`src/rtl/bmpd_pkg.sv`:
```
// ============================================================================
// bmpd_pkg: shared types and constants for the button press detector
// Window size, configuration register indexes, event codes and the structs
// passed between the detector's modules.
// ============================================================================
package bmpd_pkg;

  // Majority window length in samples.
  localparam int WINDOW_BITS = 32;
  localparam int WIN_HALF    = WINDOW_BITS / 2;
  localparam int WIN_CNT_W   = $clog2(WINDOW_BITS + 1);

  localparam int TIME_W  = 32;
  localparam int CFG_W   = 16;
  localparam int COUNT_W = 8;

  // Bus widths: input item is 40 bits, result item is 16 bits.
  localparam int IN_DATA_W  = 40;
  localparam int OUT_DATA_W = 16;

  typedef logic [1:0] cfg_idx_t;
  localparam cfg_idx_t CFG_ACTIVE_LEVEL = 2'd0;
  localparam cfg_idx_t CFG_LONG_PRESS   = 2'd1;
  localparam cfg_idx_t CFG_MULTI_GAP    = 2'd2;

  typedef enum logic [1:0] {
    EVT_NONE  = 2'd0,
    EVT_LONG  = 2'd1,
    EVT_MULTI = 2'd2
  } event_t;

  typedef struct packed {
    logic              active_level;
    logic [CFG_W-1:0]  long_press_ms;
    logic [CFG_W-1:0]  multi_press_gap_ms;
  } cfg_t;

  // Packed with the first field in the highest bits.
  typedef struct packed {
    logic               armed;
    logic               debounced;
    logic [COUNT_W-1:0] press_count;
    event_t             event_res;
  } result_t;

  localparam int RESULT_W = $bits(result_t);

endpackage

```
`src/rtl/bmpd_cfg.sv`:
```
// ============================================================================
// bmpd_cfg: configuration register file
// Holds the active level and the two time thresholds; writes to an index
// outside the register list are taken and ignored.
// ============================================================================
module bmpd_cfg
  import bmpd_pkg::*;
(
  input  logic             clk,
  input  logic             rst_n,
  input  logic             wr_valid,
  input  cfg_idx_t         wr_index,
  input  logic [CFG_W-1:0] wr_data,
  output logic             wr_ready,
  output cfg_t             cfg
);

  cfg_t cfg_r;
  cfg_t cfg_nxt;

  assign wr_ready = 1'b1;
  assign cfg      = cfg_r;

  always_comb begin
    cfg_nxt = cfg_r;
    if (wr_valid) begin
      case (wr_index)
        CFG_ACTIVE_LEVEL: cfg_nxt.active_level       = wr_data[0];
        CFG_LONG_PRESS:   cfg_nxt.long_press_ms      = wr_data;
        CFG_MULTI_GAP:    cfg_nxt.multi_press_gap_ms = wr_data;
        default:          cfg_nxt = cfg_r;
      endcase
    end
  end

  always_ff @(posedge clk) begin
    if (!rst_n) begin
      cfg_r.active_level       <= 1'b0;
      cfg_r.long_press_ms      <= 16'd3000;
      cfg_r.multi_press_gap_ms <= 16'd500;
    end else begin
      cfg_r <= cfg_nxt;
    end
  end

endmodule

```
`src/rtl/bmpd_core.sv`:
```
// ============================================================================
// bmpd_core: debounce and press classification
// Updates the detector state for one accepted sample and forms its result.
// The window population is tracked incrementally instead of recounted.
// ============================================================================
module bmpd_core
  import bmpd_pkg::*;
(
  input  logic              clk,
  input  logic              rst_n,
  input  logic              accept,
  input  logic              raw_level,
  input  logic [TIME_W-1:0] now_ms,
  input  cfg_t              cfg,
  output result_t           result
);

  logic [WINDOW_BITS-1:0] window_r,  window_nxt;
  logic [WIN_CNT_W-1:0]   win_cnt_r, win_cnt_nxt;
  logic                   armed_r,   armed_nxt;
  logic                   last_lvl_r, last_lvl_nxt;
  logic [TIME_W-1:0]      change_r,  change_nxt;
  logic [COUNT_W-1:0]     presses_r, presses_nxt;
  logic                   prev_raw_r;

  logic                   act;
  logic [WINDOW_BITS-1:0] win_shift;
  logic [WIN_CNT_W-1:0]   cnt_shift;
  logic                   deb;
  logic [TIME_W-1:0]      elapsed;
  event_t                 evt;

  localparam logic [WINDOW_BITS-1:0] WIN_PRESET =
    {{(WINDOW_BITS - WIN_HALF){1'b0}}, {WIN_HALF{1'b1}}};
  localparam logic [WIN_CNT_W-1:0] CNT_PRESET = WIN_CNT_W'(WIN_HALF);
  localparam logic [COUNT_W-1:0]   COUNT_MAX  = {COUNT_W{1'b1}};

  always_comb begin
    act       = (raw_level == cfg.active_level);
    win_shift = {window_r[WINDOW_BITS-2:0], act};
    // New population: add the incoming bit, drop the bit leaving the top.
    cnt_shift = win_cnt_r + WIN_CNT_W'(act) - WIN_CNT_W'(window_r[WINDOW_BITS-1]);
    elapsed   = now_ms - change_r;

    window_nxt   = window_r;
    win_cnt_nxt  = win_cnt_r;
    armed_nxt    = armed_r;
    last_lvl_nxt = last_lvl_r;
    change_nxt   = change_r;
    presses_nxt  = presses_r;
    deb          = 1'b0;
    evt          = EVT_NONE;

    if (!armed_r) begin
      if (act && (prev_raw_r != cfg.active_level)) begin
        armed_nxt    = 1'b1;
        window_nxt   = WIN_PRESET;
        win_cnt_nxt  = CNT_PRESET;
        last_lvl_nxt = 1'b1;
        change_nxt   = now_ms;
        presses_nxt  = '0;
        deb          = 1'b1;
      end
    end else begin
      window_nxt  = win_shift;
      win_cnt_nxt = cnt_shift;
      deb         = (cnt_shift > CNT_PRESET);
      if (!deb && !last_lvl_r) begin
        if (elapsed >= TIME_W'(cfg.multi_press_gap_ms)) begin
          if (presses_r > COUNT_W'(1)) begin
            evt = EVT_MULTI;
          end
          armed_nxt = 1'b0;
        end
      end else if (deb && last_lvl_r) begin
        if ((elapsed >= TIME_W'(cfg.long_press_ms)) && (presses_r == '0)) begin
          evt       = EVT_LONG;
          armed_nxt = 1'b0;
        end
      end else begin
        if (!deb && (presses_r != COUNT_MAX)) begin
          presses_nxt = presses_r + COUNT_W'(1);
        end
        last_lvl_nxt = deb;
        change_nxt   = now_ms;
      end
    end

    result.event_res   = evt;
    result.press_count = presses_nxt;
    result.debounced   = deb;
    result.armed       = armed_nxt;
  end

  always_ff @(posedge clk) begin
    if (!rst_n) begin
      armed_r    <= 1'b0;
      window_r   <= '0;
      win_cnt_r  <= '0;
      last_lvl_r <= 1'b0;
      change_r   <= '0;
      presses_r  <= '0;
      prev_raw_r <= 1'b0;
    end else if (accept) begin
      armed_r    <= armed_nxt;
      window_r   <= window_nxt;
      win_cnt_r  <= win_cnt_nxt;
      last_lvl_r <= last_lvl_nxt;
      change_r   <= change_nxt;
      presses_r  <= presses_nxt;
      prev_raw_r <= raw_level;
    end
  end

endmodule

```
`src/rtl/bmpd_obuf.sv`:
```
// ============================================================================
// bmpd_obuf: result register with skid entry
// Holds results for the output channel; the skid entry absorbs one result
// while the output is stalled so that input ready never waits on output ready.
// ============================================================================
module bmpd_obuf
  import bmpd_pkg::*;
(
  input  logic    clk,
  input  logic    rst_n,
  input  logic    push,
  input  result_t push_data,
  output logic    push_ready,
  output logic    out_valid,
  input  logic    out_ready,
  output result_t out_data
);

  logic    out_valid_r,  out_valid_nxt;
  logic    skid_valid_r, skid_valid_nxt;
  result_t out_data_r,   out_data_nxt;
  result_t skid_data_r,  skid_data_nxt;
  logic    take;

  assign push_ready = !skid_valid_r;
  assign out_valid  = out_valid_r;
  assign out_data   = out_data_r;

  always_comb begin
    take           = out_valid_r && out_ready;
    out_valid_nxt  = out_valid_r;
    out_data_nxt   = out_data_r;
    skid_valid_nxt = skid_valid_r;
    skid_data_nxt  = skid_data_r;

    if (!out_valid_r || take) begin
      if (skid_valid_r) begin
        out_valid_nxt  = 1'b1;
        out_data_nxt   = skid_data_r;
        skid_valid_nxt = 1'b0;
      end else begin
        out_valid_nxt = push;
        out_data_nxt  = push_data;
      end
    end else if (push) begin
      skid_valid_nxt = 1'b1;
      skid_data_nxt  = push_data;
    end
  end

  always_ff @(posedge clk) begin
    if (!rst_n) begin
      out_valid_r  <= 1'b0;
      skid_valid_r <= 1'b0;
    end else begin
      out_valid_r  <= out_valid_nxt;
      skid_valid_r <= skid_valid_nxt;
    end
  end

  always_ff @(posedge clk) begin
    out_data_r  <= out_data_nxt;
    skid_data_r <= skid_data_nxt;
  end

endmodule

```
`src/rtl/button_long_and_multi_press_detector_unit.sv`:
```
// ============================================================================
// button_long_and_multi_press_detector_unit: debounced long/multi press
// Debounces raw button samples with a majority window and reports long
// presses and multi-press runs, one result per sample.
// ============================================================================
//
//  Channel  Direction  Handshake                 Contents
//  in_      slave      in_tvalid / in_tready     raw_level, now_ms
//  out_     master     out_tvalid / out_tready   event_res, press_count,
//                                                debounced, armed
//  cfg_     slave      cfg_valid / cfg_ready     cfg_index, cfg_data
//
// Each accepted sample is processed in the cycle it is accepted: the state
// update and the result are formed by one level of logic and the result is
// registered. A new sample can be taken every cycle while in_tready is high;
// the rate is set by the single state update loop. Reset is synchronous and
// active low; it restores the register defaults and leaves the block idle.
// A stalled output holds one result in the output register and one more in
// a skid entry; only when both are full is in_tready dropped.
// The configuration port is always ready.
//
module button_long_and_multi_press_detector_unit
  import bmpd_pkg::*;
(
  input  logic                  clk,
  input  logic                  rst_n,
  // Input samples.
  input  logic                  in_tvalid,
  output logic                  in_tready,
  // [0] raw_level, [32:1] now_ms, [39:33] zero
  input  logic [IN_DATA_W-1:0]  in_tdata,
  // Results.
  output logic                  out_tvalid,
  input  logic                  out_tready,
  // [1:0] event_res, [9:2] press_count, [10] debounced, [11] armed,
  // [15:12] zero
  output logic [OUT_DATA_W-1:0] out_tdata,
  // Configuration writes.
  input  logic                  cfg_valid,
  output logic                  cfg_ready,
  input  cfg_idx_t              cfg_index,
  input  logic [CFG_W-1:0]      cfg_data
);

  cfg_t    cfg;
  result_t core_res;
  result_t out_res;
  logic    in_accept;

  // A sample transaction completes when both sides of the handshake agree.
  assign in_accept = in_tvalid && in_tready;

  bmpd_cfg u_cfg (
    .clk      (clk),
    .rst_n    (rst_n),
    .wr_valid (cfg_valid),
    .wr_index (cfg_index),
    .wr_data  (cfg_data),
    .wr_ready (cfg_ready),
    .cfg      (cfg)
  );

  // The core commits its state only on an accepted transaction.
  bmpd_core u_core (
    .clk       (clk),
    .rst_n     (rst_n),
    .accept    (in_accept),
    .raw_level (in_tdata[0]),
    .now_ms    (in_tdata[TIME_W:1]),
    .cfg       (cfg),
    .result    (core_res)
  );

  bmpd_obuf u_obuf (
    .clk        (clk),
    .rst_n      (rst_n),
    .push       (in_accept),
    .push_data  (core_res),
    .push_ready (in_tready),
    .out_valid  (out_tvalid),
    .out_ready  (out_tready),
    .out_data   (out_res)
  );

  assign out_tdata = {{(OUT_DATA_W - RESULT_W){1'b0}}, out_res};

`ifndef ASSERT_OFF
  // Any reported event ends the run, so the block must be disarmed with it.
  a_event_disarms: assert property (@(posedge clk) disable iff (!rst_n)
    in_accept && (core_res.event_res != EVT_NONE) |-> !core_res.armed)
    else $error("event reported while block stays armed");

  // A long press is only reported before any release was counted.
  a_long_zero_count: assert property (@(posedge clk) disable iff (!rst_n)
    in_accept && (core_res.event_res == EVT_LONG) |-> (core_res.press_count == '0))
    else $error("long press reported with non-zero press count");

  // The detector never produces an undefined event code.
  a_event_code: assert property (@(posedge clk) disable iff (!rst_n)
    out_tvalid |-> (out_res.event_res == EVT_NONE || out_res.event_res == EVT_LONG ||
                    out_res.event_res == EVT_MULTI))
    else $error("undefined event code on output");

  // Input back-pressure only arises while a result is waiting on the output.
  a_ready_stall: assert property (@(posedge clk) disable iff (!rst_n)
    !in_tready |-> out_tvalid && !$past(out_tready))
    else $error("input stalled without a blocked output");
`endif

endmodule
```
`config.mk`:
```
export PLATFORM = sky130hd
export DESIGN_NAME = button_long_and_multi_press_detector_unit
export DESIGN_NICKNAME = d
export VERILOG_FILES = /design/src/rtl/bmpd_pkg.sv /design/src/rtl/bmpd_cfg.sv /design/src/rtl/bmpd_core.sv /design/src/rtl/bmpd_obuf.sv /design/src/rtl/button_long_and_multi_press_detector_unit.sv
export SDC_FILE = /design/constraint.sdc
export NUM_CORES = 1
export LEC_CHECK = 0
export CAP_MARGIN = 15
export CORE_ASPECT_RATIO = 0.9
export CORE_UTILIZATION = 30
export DETAILED_ROUTE_END_ITERATION = 8
export DONT_BUFFER_PORTS = 1
export PLACE_DENSITY_LB_ADDON = 0.2
export SLEW_MARGIN = 20
export SYNTH_ARGS = -nofsm -noshare
export SYNTH_HDL_FRONTEND = slang
export SYNTH_SLANG_ARGS = --single-unit
```
`constraint.sdc`:
```
create_clock -name clk -period 9.4 [get_ports clk]
set_input_delay 0 -clock clk [delete_from_list [all_inputs] [get_ports clk]]
set_output_delay 0 -clock clk [all_outputs]
set_load 0.02 [all_outputs]
```
==> run_results.csv <==
group,metric,value,unit
cts,htree_levels,4,
yosys,yosysWarnings,0,
power,seq_power_share,39.7,%
cts,clock_latency,0.43,ns
sta,final.setup.tns,0,ns
cts,cts_tree,"yes",
yosys,synth_common_cells,"dfxtp_1, nand2_1, inv_1, ha_1, nor2b_1",
yosys,synth.area.mux_share,6.40,%
die,fp.dieArea,29000,sq um
drt,ant_nets,0,
grt,top_usage_layer,"met2",
critical_path,required,9.58,ns
power,p_per_area,165,nW/um^2
cells_and_area,area_growth,17.8,%
sta,post-route-period-util,47.2,%
sta,finalSetupViolations,0,
yosys,synth-seq-cells,140,
cts,path_clk_slew,0.07,ns
yosys,synth_area_leader_cell,"dfxtp_1",
cells_and_area,final_layout_size_suffix_gt1_share,7.48,%
run_status,violations,"DRC",
cts,cts_root_buffer,"clkbuf_16",
yosys,synth_edf_count,24,
drt,drc,16,
grt,antenna_found_initial,1,
die,die_w,179,um
cells_and_area,seq_area,3040,sq um
yosys,seq_area_frac_synth,35.9,%
power,power_leakage,0.00404,uW
sta,finClkSkew,0.0100,ns
drt,wl_per_cell,15.1,um
critical_path,critPathCaptureType,"flop",
sta,worst_slew_pin_slew,0.896,ns
cts,cts_buffers,17,
grt,grt_use_total,15.1,%
critical_path,crit_type,"flop to flop",
yosys,synthAdderAreaFrac,11.1,%
grt,grtUsageMet2,22.3,%
yosys,synth.most_common_cell,"dfxtp_1",
drt,drtIter0Drc,405,
grt,grt_pass1_vias,6513,
critical_path,startpoint_type,"flop",
power,p_sw,473,uW
grt,overflow,0,
die,io_pins,82,
sta,final_max_slew_viol_count,0,
power,sw_frac_of_total,28.7,%
yosys,synth_top_family_by_area,"compound AO/OA/AOI/OAI gates",
sta,slew-limit-headroom,40.3,%
drt,detailedRoute.firstPassIterationCount,6,
critical_path,crit_fanout,4,
place,post-dp-hpwl,14500,um
die,core_area,27900,sq um
power,power,1650,uW
place,numPortBuffers,0,
cells_and_area,final_nets,1140,
yosys,yosys.area.top_type_share,27.4,%
grt,grt_pass1_wl,34400,um
sta,fmaxAchievable,226,MHz
cts,clockBufferDepth,2,
yosys,synthSimpleGateAreaFrac,17.5,%
cts,ctsResizeCount,0,
critical_path,arrival,4.62,ns
grt,grt_max_degree,118,
cells_and_area,multiInputGateArea,4950,sq um
yosys,syn_area,8480,sq um
sta,rsz0062_at_grt,"false",
grt,grtUsageMet1,21.6,%
power,pwr-share-clk,42.9,%
yosys,syn_area_per_cell,8.77,sq um
cts,clock_sinks,140,
power,vdd_ir_drop_max,123,uV
sta,finalHoldViolations,0,
place,gp_congestion,0.802,
cells_and_area,post-route-util,35.9,%
grt,met3_usage,3.32,%
power,p_int,1170,uW
power,combPwrFrac,17.4,%
yosys,async_reset_ff_share,0,%
die,std_cell_rows,58,
yosys,synth_ff_type,"dfxtp_1",
yosys,ys_types,69,
min_path,min_path_type,"input pin to flop",
cells_and_area,final_area,9990,sq um
yosys,syn_inst,967,
sta,period_needed,4.43,ns
drt,vias,6742,
run_status,status,"finished, violations left",
place,placed_cell_area,8770,sq um
die,die_h,162,um
die,start_util,30.4,%
job,drv_cap,0,
yosys,synth_compound_area_share,20.1,%
yosys,yosys-top-cells-area,"dfxtp_1, ha_1, edfxtp_1",
drt,vias_per_cell,4.90,
yosys,synth_xor_area_share,2.89,%
drt,wirelength,20800,um
cells_and_area,n_fill_cell,2920,
==> power by group through the flow <==
stage / combinational, uW / sequential [uW] / clock [uW]
final: 286 / 654 / 707
after floorplan: 205 / 663 / 0
after detailed placement: 256 / 667 / 0
after CTS: 287 / 654 / 729
after global placement: 254 / 667 / 0
after global routing: 325 / 657 / 756
==> registers in the layout, indices dropped and copies added, names as in the netlist <==
register	count
u_cfg.cfg	33
u_core.armed_r	1
u_core.change_r	32
u_core.last_lvl_r	1
u_core.presses_r	8
u_core.prev_raw_r	1
u_core.win_cnt_r	6
u_core.window_r	32
u_obuf.out_data	12
u_obuf.out_valid	1
u_obuf.skid_data_r	12
u_obuf.skid_valid_r	1
==> per-stage QoR <==
step                      hold WS [ns]  setup slack [ns]  instances
after detailed placement         0.110              4.94       1286
final                           0.0282              4.97       1377
after global routing            0.0365              4.67       1376
after CTS                      0.00676              4.90       1376
after global placement           0.107              5.00       1286
after floorplan                  0.139              5.73        970
==> per-layer routing <==
metal / share of wire (%) / vias up
met1: 54 / 3133
li1: - / 3496
met5: 0 / -
met2: 42 / 98
met3: 3.6 / 15
met4: 1.0 / 0
==> repair_timing <==
item | CTS | global route
buffers inserted | 0 | 0
hold buffers | 58 | 0
setup endpoints to repair | 0 | 0
hold endpoints to repair | 116 | 0
==> critical path, stage by stage, from the launching register on <==
cell and delay, ns:
dfxtp_1 0.31, ha_1 0.21, fa_1 0.40, nand2b_1 0.18, a21oi_1 0.20, nor2b_1 0.14
o311ai_1 0.47, xor2_1 0.33, ha_1 0.31, a21o_1 0.18, a21oi_1 0.19, nand2_1 0.10
a211oi_1 0.25, a211oi_1 0.15, nor4_1 0.28, a31oi_1 0.17, mux2_2 0.30
==> kinds of logic after synthesis <==
family                   after synthesis
buffers and inverters                127
multiplexers                          53
AO/OA/AOI/OAI                        240
XOR/XNOR                              28
adder cells (fa/ha/maj)               74
other                                  2
AND/OR/NAND/NOR                      303
flip-flops                           140
==> final cells by class <==
cell class | instances | share of cell area (%)
inverter | 79 | 2.97
timing repair buffer | 62 | 6.29
tap | 360 | 4.51
clock buffer | 21 | 5.05
multi-input combinational | 703 | 49.6
antenna | 1 | 0.0250
sequential | 140 | 30.5
clock inverter | 11 | 1.15
==> worst paths after layout <==
| check | start | endpoint | slack [ns] | depth (start not counted) |
|---|---|---|---|---|
| hold / removal | in_tvalid | u_core.armed_r | 0.03 | 4 |
| setup / recovery | u_core.change_r[0] | u_obuf.out_data[0] | 4.97 | 16 |
| hold reg to reg | u_cfg.cfg[3] | u_cfg.cfg[3] | 0.47 | 2 |
| setup reg to reg | u_core.change_r[0] | u_obuf.out_data[0] | 4.97 | 16 |
==> cells in the final DEF (no fill, tap or decap), types with 5 or more instances in the layout <==
master / n
o211a_1: 5
xnor2_1: 11
a21oi_1: 48
and3_1: 5
nand2_1: 112
mux2i_1: 43
o21a_1: 9
edfxtp_1: 24
a22oi_1: 21
o21bai_1: 6
a211oi_1: 11
nor2b_1: 58
clkbuf_16: 20
nor4_1: 5
a31oi_1: 7
nand2b_1: 6
inv_1: 78
conb_1: 5
nor3_1: 12
mux2_2: 10
dlygate4sd3_1: 57
a21o_1: 16
o21ai_0: 35
nand4_1: 16
ha_1: 72
nand3_1: 14
nor2_1: 53
o211ai_1: 16
xor2_1: 17
dfxtp_1: 116
o221a_2: 18
a21boi_0: 22
No activity file was read; power rests on OpenSTA's default activity.
